===== config.mk =====
export PLATFORM = sky130hd
export DESIGN_NAME = message_param_frame_parser
export DESIGN_NICKNAME = d
export VERILOG_FILES = /design/src/rtl/mpfp_pkg.sv /design/src/rtl/mpfp_core.sv /design/src/rtl/mpfp_out_reg.sv /design/src/rtl/message_param_frame_parser.sv
export SDC_FILE = /design/constraint.sdc
export NUM_CORES = 1
export LEC_CHECK = 0
export BUFFER_PORTS_ARGS = -buffer_cell sky130_fd_sc_hd__buf_2
export CAP_MARGIN = 20
export CORE_UTILIZATION = 25
export CTS_BUF_LIST = sky130_fd_sc_hd__clkbuf_8
export DETAILED_ROUTE_END_ITERATION = 10
export PLACE_DENSITY = 0.49
export SYNTH_ARGS = -nofsm -noshare
export SYNTH_HDL_FRONTEND = slang
export SYNTH_SLANG_ARGS = --single-unit

===== constraint.sdc =====
create_clock -name clock -period 7 [get_ports clock]
set_input_delay 0 -clock clock [delete_from_list [all_inputs] [get_ports clock]]
set_output_delay 0 -clock clock [all_outputs]
set_load 0.005 [all_outputs]

===== src/rtl/mpfp_pkg.sv =====
package mpfp_pkg;

   typedef enum logic [2:0] {
      PH_ID_HI   = 3'd0,
      PH_ID_LO   = 3'd1,
      PH_COUNT   = 3'd2,
      PH_SIZE    = 3'd3,
      PH_PAYLOAD = 3'd4,
      PH_DONE    = 3'd5
   } phase_type;

   localparam logic [2:0] KIND_ID_HI    = 3'd0;
   localparam logic [2:0] KIND_ID_LO    = 3'd1;
   localparam logic [2:0] KIND_COUNT    = 3'd2;
   localparam logic [2:0] KIND_SIZE     = 3'd3;
   localparam logic [2:0] KIND_PAYLOAD  = 3'd4;
   localparam logic [2:0] KIND_TRAILING = 3'd5;

   localparam logic [2:0] STAT_BUSY          = 3'd0;
   localparam logic [2:0] STAT_COMPLETE      = 3'd1;
   localparam logic [2:0] STAT_SHORT_HEADER  = 3'd2;
   localparam logic [2:0] STAT_SHORT_SIZE    = 3'd3;
   localparam logic [2:0] STAT_SHORT_PAYLOAD = 3'd4;

   localparam int unsigned RSP_DATA_W = 72;

   typedef struct packed {
      logic [2:0]  byte_kind;
      logic [7:0]  byte_out;
      logic [15:0] message_id;
      logic [7:0]  param_total;
      logic [7:0]  param_index;
      logic [23:0] param_size;
      logic        param_last_byte;
      logic [2:0]  frame_status;
   } result_type;

endpackage


===== src/rtl/mpfp_core.sv =====
module mpfp_core (
   input  logic               clock,
   input  logic               reset,
   input  logic               accept,
   input  logic [7:0]         rx_byte,
   input  logic               frame_end,
   output mpfp_pkg::result_type result
);
   import mpfp_pkg::*;

   phase_type   phase_ff, phase_in, phase_next;
   logic [15:0] id_ff, id_in;
   logic [7:0]  count_ff, count_in;
   logic [7:0]  index_ff, index_in;
   logic [23:0] size_ff, size_in;
   logic [23:0] remaining_ff, remaining_in;
   logic [1:0]  pos_ff, pos_in;

   logic [23:0] size_shift;
   logic [23:0] remaining_dec;
   logic [7:0]  index_inc;
   phase_type   end_phase;

   assign size_shift    = {size_ff[15:0], rx_byte};
   assign remaining_dec = remaining_ff - 24'd1;
   assign index_inc     = index_ff + 8'd1;
   assign end_phase     = (index_inc >= count_ff) ? PH_DONE : PH_SIZE;

   // Phase that the current byte leaves behind, before any frame-end clear.
   always_comb begin
      phase_next = PH_DONE;
      unique case (phase_ff)
         PH_ID_HI:   phase_next = PH_ID_LO;
         PH_ID_LO:   phase_next = PH_COUNT;
         PH_COUNT:   phase_next = (rx_byte == 8'd0) ? PH_DONE : PH_SIZE;
         PH_SIZE: begin
            if (pos_ff[1]) begin
               phase_next = (size_shift == 24'd0) ? end_phase : PH_PAYLOAD;
            end else begin
               phase_next = PH_SIZE;
            end
         end
         PH_PAYLOAD: phase_next = (remaining_dec == 24'd0) ? end_phase : PH_PAYLOAD;
         PH_DONE:    phase_next = PH_DONE;
         default:    phase_next = PH_DONE;
      endcase
      phase_in = frame_end ? PH_ID_HI : phase_next;
   end

   // Field updates and the tagged result.
   always_comb begin
      id_in        = id_ff;
      count_in     = count_ff;
      index_in     = index_ff;
      size_in      = size_ff;
      remaining_in = remaining_ff;
      pos_in       = pos_ff;

      result.byte_kind       = KIND_TRAILING;
      result.byte_out        = rx_byte;
      result.param_index     = 8'd0;
      result.param_size      = 24'd0;
      result.param_last_byte = 1'b0;

      unique case (phase_ff)
         PH_ID_HI: begin
            result.byte_kind = KIND_ID_HI;
            id_in            = {rx_byte, 8'd0};
            count_in         = 8'd0;
            index_in         = 8'd0;
            size_in          = 24'd0;
            remaining_in     = 24'd0;
            pos_in           = 2'd0;
         end
         PH_ID_LO: begin
            result.byte_kind = KIND_ID_LO;
            id_in            = {id_ff[15:8], rx_byte};
         end
         PH_COUNT: begin
            result.byte_kind = KIND_COUNT;
            count_in         = rx_byte;
            index_in         = 8'd0;
            pos_in           = 2'd0;
         end
         PH_SIZE: begin
            result.byte_kind   = KIND_SIZE;
            result.param_index = index_ff;
            size_in            = size_shift;
            if (pos_ff[1]) begin
               result.param_size = size_shift;
               remaining_in      = size_shift;
               pos_in            = 2'd0;
               if (size_shift == 24'd0) begin
                  result.param_last_byte = 1'b1;
                  index_in               = index_inc;
               end
            end else begin
               pos_in = pos_ff + 2'd1;
            end
         end
         PH_PAYLOAD: begin
            result.byte_kind   = KIND_PAYLOAD;
            result.param_index = index_ff;
            result.param_size  = size_ff;
            remaining_in       = remaining_dec;
            if (remaining_dec == 24'd0) begin
               result.param_last_byte = 1'b1;
               index_in               = index_inc;
               pos_in                 = 2'd0;
            end
         end
         default: begin
            result.byte_kind   = KIND_TRAILING;
            result.param_index = index_ff;
         end
      endcase

      result.message_id  = id_in;
      result.param_total = count_in;

      result.frame_status = STAT_BUSY;
      if (frame_end) begin
         unique case (phase_next)
            PH_ID_LO, PH_COUNT: result.frame_status = STAT_SHORT_HEADER;
            PH_SIZE:            result.frame_status = STAT_SHORT_SIZE;
            PH_PAYLOAD:         result.frame_status = STAT_SHORT_PAYLOAD;
            default:            result.frame_status = STAT_COMPLETE;
         endcase
         id_in        = 16'd0;
         count_in     = 8'd0;
         index_in     = 8'd0;
         size_in      = 24'd0;
         remaining_in = 24'd0;
         pos_in       = 2'd0;
      end
   end

   always_ff @(posedge clock) begin
      if (reset) begin
         phase_ff     <= PH_ID_HI;
         id_ff        <= 16'd0;
         count_ff     <= 8'd0;
         index_ff     <= 8'd0;
         size_ff      <= 24'd0;
         remaining_ff <= 24'd0;
         pos_ff       <= 2'd0;
      end else if (accept) begin
         phase_ff     <= phase_in;
         id_ff        <= id_in;
         count_ff     <= count_in;
         index_ff     <= index_in;
         size_ff      <= size_in;
         remaining_ff <= remaining_in;
         pos_ff       <= pos_in;
      end
   end

endmodule


===== src/rtl/mpfp_out_reg.sv =====
module mpfp_out_reg (
   input  logic                 clock,
   input  logic                 reset,
   input  logic                 load,
   input  mpfp_pkg::result_type result_in,
   output logic                 load_ready,
   output logic                 out_valid,
   input  logic                 out_ready,
   output mpfp_pkg::result_type result_out
);
   import mpfp_pkg::*;

   logic       valid_ff;
   result_type data_ff;

   // A new result may load while the held one is taken in the same cycle.
   assign load_ready = !valid_ff || out_ready;
   assign out_valid  = valid_ff;
   assign result_out = data_ff;

   always_ff @(posedge clock) begin
      if (reset) begin
         valid_ff <= 1'b0;
      end else if (load) begin
         valid_ff <= 1'b1;
      end else if (out_ready) begin
         valid_ff <= 1'b0;
      end
   end

   always_ff @(posedge clock) begin
      if (load) begin
         data_ff <= result_in;
      end
   end

endmodule


===== src/rtl/message_param_frame_parser.sv =====
// A request's result is registered and appears on rsp in the cycle after it is accepted.
// Throughput: one request per cycle unless rsp_tready stalls a held result; parse state
// and result register update on acceptance, and a request is taken while a result is taken.
// Reset (synchronous, active high) returns the parser to the message id high byte
// with all fields cleared and empties the result register.
module message_param_frame_parser (
   input  logic        clock,
   input  logic        reset,
   input  logic        req_tvalid,
   output logic        req_tready,
   input  logic [7:0]  req_tdata,  // [7:0] rx_byte
   input  logic        req_tlast,  // frame_end
   output logic        rsp_tvalid,
   input  logic        rsp_tready,
   // [7:0] byte_out, [23:8] message_id, [31:24] param_total, [39:32] param_index,
   // [63:40] param_size, [66:64] frame_status, [71:67] zero
   output logic [mpfp_pkg::RSP_DATA_W-1:0] rsp_tdata,
   output logic [2:0]  rsp_tuser,  // [2:0] byte_kind
   output logic        rsp_tlast   // param_last_byte
);
   import mpfp_pkg::*;

   logic       req_accept;
   result_type core_result;
   result_type rsp_result;

   assign req_accept = req_tvalid && req_tready;

   mpfp_core u_core (
      .clock     (clock),
      .reset     (reset),
      .accept    (req_accept),
      .rx_byte   (req_tdata),
      .frame_end (req_tlast),
      .result    (core_result)
   );

   mpfp_out_reg u_out_reg (
      .clock      (clock),
      .reset      (reset),
      .load       (req_accept),
      .result_in  (core_result),
      .load_ready (req_tready),
      .out_valid  (rsp_tvalid),
      .out_ready  (rsp_tready),
      .result_out (rsp_result)
   );

   assign rsp_tdata = {5'd0, rsp_result.frame_status, rsp_result.param_size,
                       rsp_result.param_index, rsp_result.param_total,
                       rsp_result.message_id, rsp_result.byte_out};
   assign rsp_tuser = rsp_result.byte_kind;
   assign rsp_tlast = rsp_result.param_last_byte;

`ifndef SYNTHESIS
   // A frame status is reported exactly for the frame's last byte.
   a_status_on_last: assert property (@(posedge clock) disable iff (reset)
      req_accept |=> rsp_tvalid &&
         ((rsp_result.frame_status != STAT_BUSY) == $past(req_tlast)))
      else $error("frame status does not follow the frame end flag");

   // The received byte is passed through unchanged.
   a_byte_pass: assert property (@(posedge clock) disable iff (reset)
      req_accept |=> rsp_result.byte_out == $past(req_tdata))
      else $error("byte_out differs from the accepted byte");

   // Only size or payload bytes can end a parameter.
   a_last_kind: assert property (@(posedge clock) disable iff (reset)
      rsp_tvalid && rsp_result.param_last_byte |->
         (rsp_result.byte_kind == KIND_SIZE || rsp_result.byte_kind == KIND_PAYLOAD))
      else $error("parameter end flagged on a header or trailing byte");

   // The id high byte starts a message with no count and a clear low id half.
   a_header_clear: assert property (@(posedge clock) disable iff (reset)
      rsp_tvalid && rsp_result.byte_kind == KIND_ID_HI |->
         rsp_result.param_total == 8'd0 && rsp_result.message_id[7:0] == 8'd0)
      else $error("stale fields on the first header byte");
`endif

endmodule

# Word-level counts from Yosys, hierarchy flattened
# Cells that the tools add are included.
# classes
addsub,3
order_cmp,1
eq_ne,11
muxes,33
n_reduce_logical,18
# op_table
op,count
$mux W24,3
$pmux W24 S3,1
$pmux W25 S2,1
$logic_not A24 Y1,2
$pmux W24 S2,1
$mux W8,5
$pmux W16 S2,1
$pmux W3 S5,2
$mux W25,1
$pmux W8 S3,1
$sub A24 B1 Y24 const B,1
$mux W3,6
$mux W16,1
$pmux W8 S2,1
$eq A3 B2 Y1 const B,4
$ne A3 B2 Y1 const B,3
$pmux W3 S3,1
$add A8 B1 Y8 const B,1
$ge A8 B8 Y1,1
$logic_not A8 Y1,1
$reduce_bool A4 Y1,2
$eq A3 B1 Y1 const B,2
$eq A3 B3 Y1 const B,2
$mux W2,3
14 further kinds,19
# totals
regBits,157
input_bits,13
out_inout_bits,78
word_cells,82

# Longest topological paths before layout
# logic_depth
ltp_word,9
ltp_mapped,12
depth_no_buf,12

# By module
# A second synthesis with hierarchy kept.
# hier_totals
hier_cells,797
area_unflattened_um2,7463.4
# modules_own_cells
module,instances,cells_per_inst,area_each_um2,seq_area_each_um2
mpfp_core,1,715,5237.5,1701.6
mpfp_out_reg,1,75,2178.3,2152.1
message_param_frame_parser,1,7,47.5,0.0

# Worst setup path before layout
# OpenSTA, ideal clock, no wires.
# synth_path
path_type,reg2reg
startpoint,reg u_out_reg.valid_ff (netlist: u_out_reg.out_valid)
endpoint,reg u_core.index_ff[0]
setup_time_ns,0.059
t_arrival_ns,3.410
setup_slack_ns,3.531
stages_incl_launch_ff,8
n_path_buf,0
path_cell_list,dfxtp_1 > nand2b_1 > nand2_1 > inv_1 > o21ai_0 > or2_2 > a21oi_1 > mux2_4
# synth_between
elab_chain_len,4
# synth_lines
element,line,text
from (decl),mpfp_out_reg.sv:13,logic valid_ff;
from (signal assigned),mpfp_out_reg.sv:23,valid_ff <= 1'b0;
from (signal assigned),mpfp_out_reg.sv:25,valid_ff <= 1'b1;
from (signal assigned),mpfp_out_reg.sv:27,valid_ff <= 1'b0;
$logic_not A1 Y1,mpfp_out_reg.sv:17,assign load_ready = !valid_ff || out_ready;
$logic_or A1 B1 Y1,mpfp_out_reg.sv:17,
via req_tready,message_param_frame_parser.sv:10,"output logic req_tready,"
$logic_and A1 B1 Y1,message_param_frame_parser.sv:27,assign req_accept = req_tvalid && req_tready;
via req_accept,message_param_frame_parser.sv:23,logic req_accept;
$reduce_and A5 Y1 (no source line),n/a,
to (signal assigned),mpfp_core.sv:151,index_ff <= index_in;
to (decl),mpfp_core.sv:14,"logic [7:0] index_ff, index_in;"
# The timed path passes the listed nets, and every way through them passes these cells.
# A chain may end at the register's enable or synchronous reset.

# Worst setup path after layout
# layout_path
startpoint,reg u_core.remaining_ff[0]
endpoint,reg u_core.index_ff[0]
# layout_between
elab_chain_len,4
# layout_lines
element,line,text
from (decl),mpfp_core.sv:16,"logic [23:0] remaining_ff, remaining_in;"
from (signal assigned),mpfp_core.sv:153,remaining_ff <= remaining_in;
$sub A24 B1 Y24,mpfp_core.sv:25,assign remaining_dec = remaining_ff - 24'd1;
$logic_not A24 Y1,mpfp_core.sv:106,if (remaining_dec == 24'd0) begin
$ne A3 B2 Y1 (no source line),n/a,
$reduce_and A5 Y1 (no source line),n/a,
# Every way passes these cells.

==> qor.csv <==
stage,metric,value,unit
clocking,"Clk pin slew, worst setup/hold paths",100,ps
worst_setup_path,Setup CP Type,register to register,
synth,number of flops mapped to enable cells by yosys,71,
clocking,clk sinks,157,
detailed_routing,DR pass1 iterations,5,
synth,Synth top cells by count,"nand2_1, dfxtp_1, nor2_1",
power_and_ir_drop,Pleak,3.109,nW
layout,Post-Route Utilization,29.94,%
detailed_routing,DR top layer,met4,
worst_setup_path,WP data arrival,3840,ps
global_route,first-pass GRT wire length,31590,um
synth,"flops & latches, synth",157,
synth,cell count after synthesis,765,
synth,synth unique cells,65,
synth,register area share after synthesis,52.71,%
timing,RSZ-0062 raised after global routing,no,
place,Placer Congestion,0.8121,
layout,Area Overhead vs Synth,17.54,%
worst_setup_path,reg2reg start,u_core.remaining_ff[0],
worst_setup_path,crit-path max cell delay,650,ps
die,Horiz. Die Dim,173.0,um
timing,Slew @ Worst Pin,1055,ps
detailed_routing,Met3 Routed Length,715,um
die,core area,0.02870,mm2
timing,"Slew Viols, Final",0,
detailed_routing,drc violations,0,
synth,Mapped Avg Cell Area,9.557,um2
synth,"top cells by area, synth","edfxtp_1, dfxtp_1, nand2_1",
timing,total negative slack,0,ps
worst_setup_path,"Req. time, crit path",7420,ps
worst_setup_path,crit-path cells,inv_1 -> ha_1 -> or4b_1 -> o31ai_4 -> o311ai_1 -> a2111oi_4 -> nand3_1 -> a21oi_1 -> mux2_4,
timing,Final Cycle Share,48.82,%
flow_run,max-cap check violation count,0,
synth,"Cell Area, Synth",0.007311,mm2
die,row cnt,62,
detailed_routing,Final ANT Viol Nets,0,
worst_hold_path,hold-critical path depth,6,
die,Die Y-Extent,173.0,um
timing,"Hold Vio Cnt, Final",0,
timing,min cycle time layout,3417,ps
timing,maximum clock rate,0.2926,GHz
detailed_routing,routed wire length,20430,um
global_route,pin count of the biggest net entering global routing,64,
global_route,number of antenna violations at the first check in global routing,0,
layout,final instance area,0.008593,mm2
clocking,total CTS buffers,17,
place,Placed Area,0.008048,mm2
synth,Post-synth ARST share,0,%
power_and_ir_drop,Total Power,0.001909,W
global_route,gr usage total,13.58,%
worst_hold_path,hold crit path type,primary input to register,
detailed_routing,starting DRC count in detailed routing,468,
place,port bufs,85,
layout,Reg area,0.003854,mm2
die,I/O pins,91,
worst_setup_path,r2r endpoint,u_core.index_ff[0],
layout,filler instances,3084,
layout,area of the multi-input gates,0.003153,mm2
worst_setup_path,slowest CP cell,or4b_1,
power_and_ir_drop,peak supply drop,0.0001119,V
clocking,Clock Root Buffer,clkbuf_8,
global_route,vias in the first global route,5515,
worst_setup_path,worst-path fanout max,12,
detailed_routing,met2 routed WL,8957,um
worst_hold_path,min-delay src,rsp_tready,
synth,most common cell in the netlist,nand2_1,
die,Die ar.,0.02993,mm2
place,hpwl dp,12950,um
worst_hold_path,worst hold endpoint,u_core.phase_ff[1],
layout,layout cells sized above 1,17.65,%
layout,Nets,855,
detailed_routing,vias,5920,
layout,Inserted Diodes,0,
detailed_routing,Routed WL per cell,16.64,um
power_and_ir_drop,PwrDens,222.1,mW/mm2
worst_setup_path,R2R setup slack,3580,ps
synth,Synth warnings,0,
detailed_routing,post-DR vias/cell,4.821,
worst_setup_path,Reg2Reg Depth,9,
die,Starting Density,25.47,%
clocking,TritonCTS clock tree,built,
worst_setup_path,crit end category,register,
clocking,latest clock arrival within the worst-skew pair,470,ps
worst_setup_path,CP Launch Type,register,
timing,Clock Skews,16.62,ps
clocking,Setup Buffers After CTS,0,
clocking,clock tree buffer depth,2,
timing,worst rel slew slack,29.65,%
synth,"Top FF cell, synth",dfxtp_1,
detailed_routing,M1 WL,10450,um
timing,final setup fails,0,
global_route,GRT overflow,0,
clocking,H-tree levels,4,
synth,Synth top area share,29.16,%
outcome,status,finished clean,
synth,Yosys top cell by area,edfxtp_1,
## per-stage QoR
step,worst slack [ps],std cells,hold WS [ps]
floorplan,3531,769,98.87
global placement,3675,1184,251.8
detailed placement,3587,1184,254.7
CTS,3559,1228,278.8
global route,3347,1228,341.2
finish,3583,1228,300.0
## metal layers
metal / up-vias / global-route usage [%]
met5: - / 0
met2: 140 / 20.58
met4: 0 / 4.904
li1: 2911 / -
met1: 2851 / 19.34
met3: 18 / 2.287
## layout by cell type, fill, tap and decap left out, drive strengths merged, types with 17 or more instances in the layout
| cell type | netlist | routed |
|---|---|---|
| nand2 | 94 | 94 |
| o21ai | 47 | 47 |
| clkbuf | 54 | 17 |
| nor2 | 73 | 73 |
| edfxtp | 71 | 71 |
| nor3 | 25 | 25 |
| a22oi | 32 | 32 |
| dfxtp | 86 | 86 |
| buf | 10 | 95 |
| a22o | 29 | 29 |
| a21oi | 49 | 49 |
| nand3 | 33 | 33 |
| inv | 16 | 23 |
## state kept, by name, indices dropped and copies added (netlist names)
name	cells
u_core.pos_ff	2
u_core.id_ff	16
u_core.count_ff	8
u_core.remaining_ff	24
u_core.size_ff	24
u_core.index_ff	8
u_out_reg.result_out	71
u_core.phase_ff	3
u_out_reg.out_valid	1
## cell families after synthesis
group / Yosys count / share of synthesized area (%)
muxes: 10 / 1.575
other: 1 / 0.05129
and+or+nand+nor: 292 / 18.88
adders and majority gates: 11 / 1.883
AOI/OAI and AO/OA: 201 / 18.84
buffers and inverters: 80 / 4.501
xor gates and xnor gates: 13 / 1.557
DFF: 157 / 52.71
## what timing repair did
action / in CTS / in global routing
hold buffers: 12 / 0
hold endpoints to repair: 34 / 0
resized for setup: 0 / 0
## cell type report
type	instances	share of cell area, %
inverters	16	0.6989
multi-input cells	532	36.69
repair buffers	107	7.222
flip-flops and latches	157	44.85
clock buffers	17	2.723
clock inverters	15	2.228
well taps	384	5.591
## report_power, final
part	internal, W	switching [W]	total [W]
logic	0.0000672	0.000128	0.000196
clock network	0.000277	0.000429	0.000706
registers	0.000988	0.0000184	0.00101
total	0.00133	0.000576	0.00191
## worst max-delay path: cells and delay by family, from the launching register on
family	cells	cell delay [ps]
AO/OA/AOI/OAI	4	1320
adder cells (fa/ha/maj)	1	380
buffers and inverters	1	120
flip-flops	1	410
multiplexers	1	240
AND/OR/NAND/NOR	2	910
## worst max-delay path by stage
stage / start / to / slack (ps) / cells past startpoint
floorplan: u_out_reg.out_valid / u_core.index_ff[0] / 3530 / 7
global placement: u_core.remaining_ff[0] / u_core.index_ff[0] / 3670 / 9
detailed placement: u_core.phase_ff[1] / u_core.index_ff[0] / 3590 / 6
CTS: u_core.phase_ff[1] / u_core.index_ff[0] / 3560 / 6
global route: u_core.remaining_ff[0] / u_core.index_ff[0] / 3350 / 9
finish: u_core.remaining_ff[0] / u_core.index_ff[0] / 3580 / 9
Note: power is estimated with default switching activity, not from simulation.
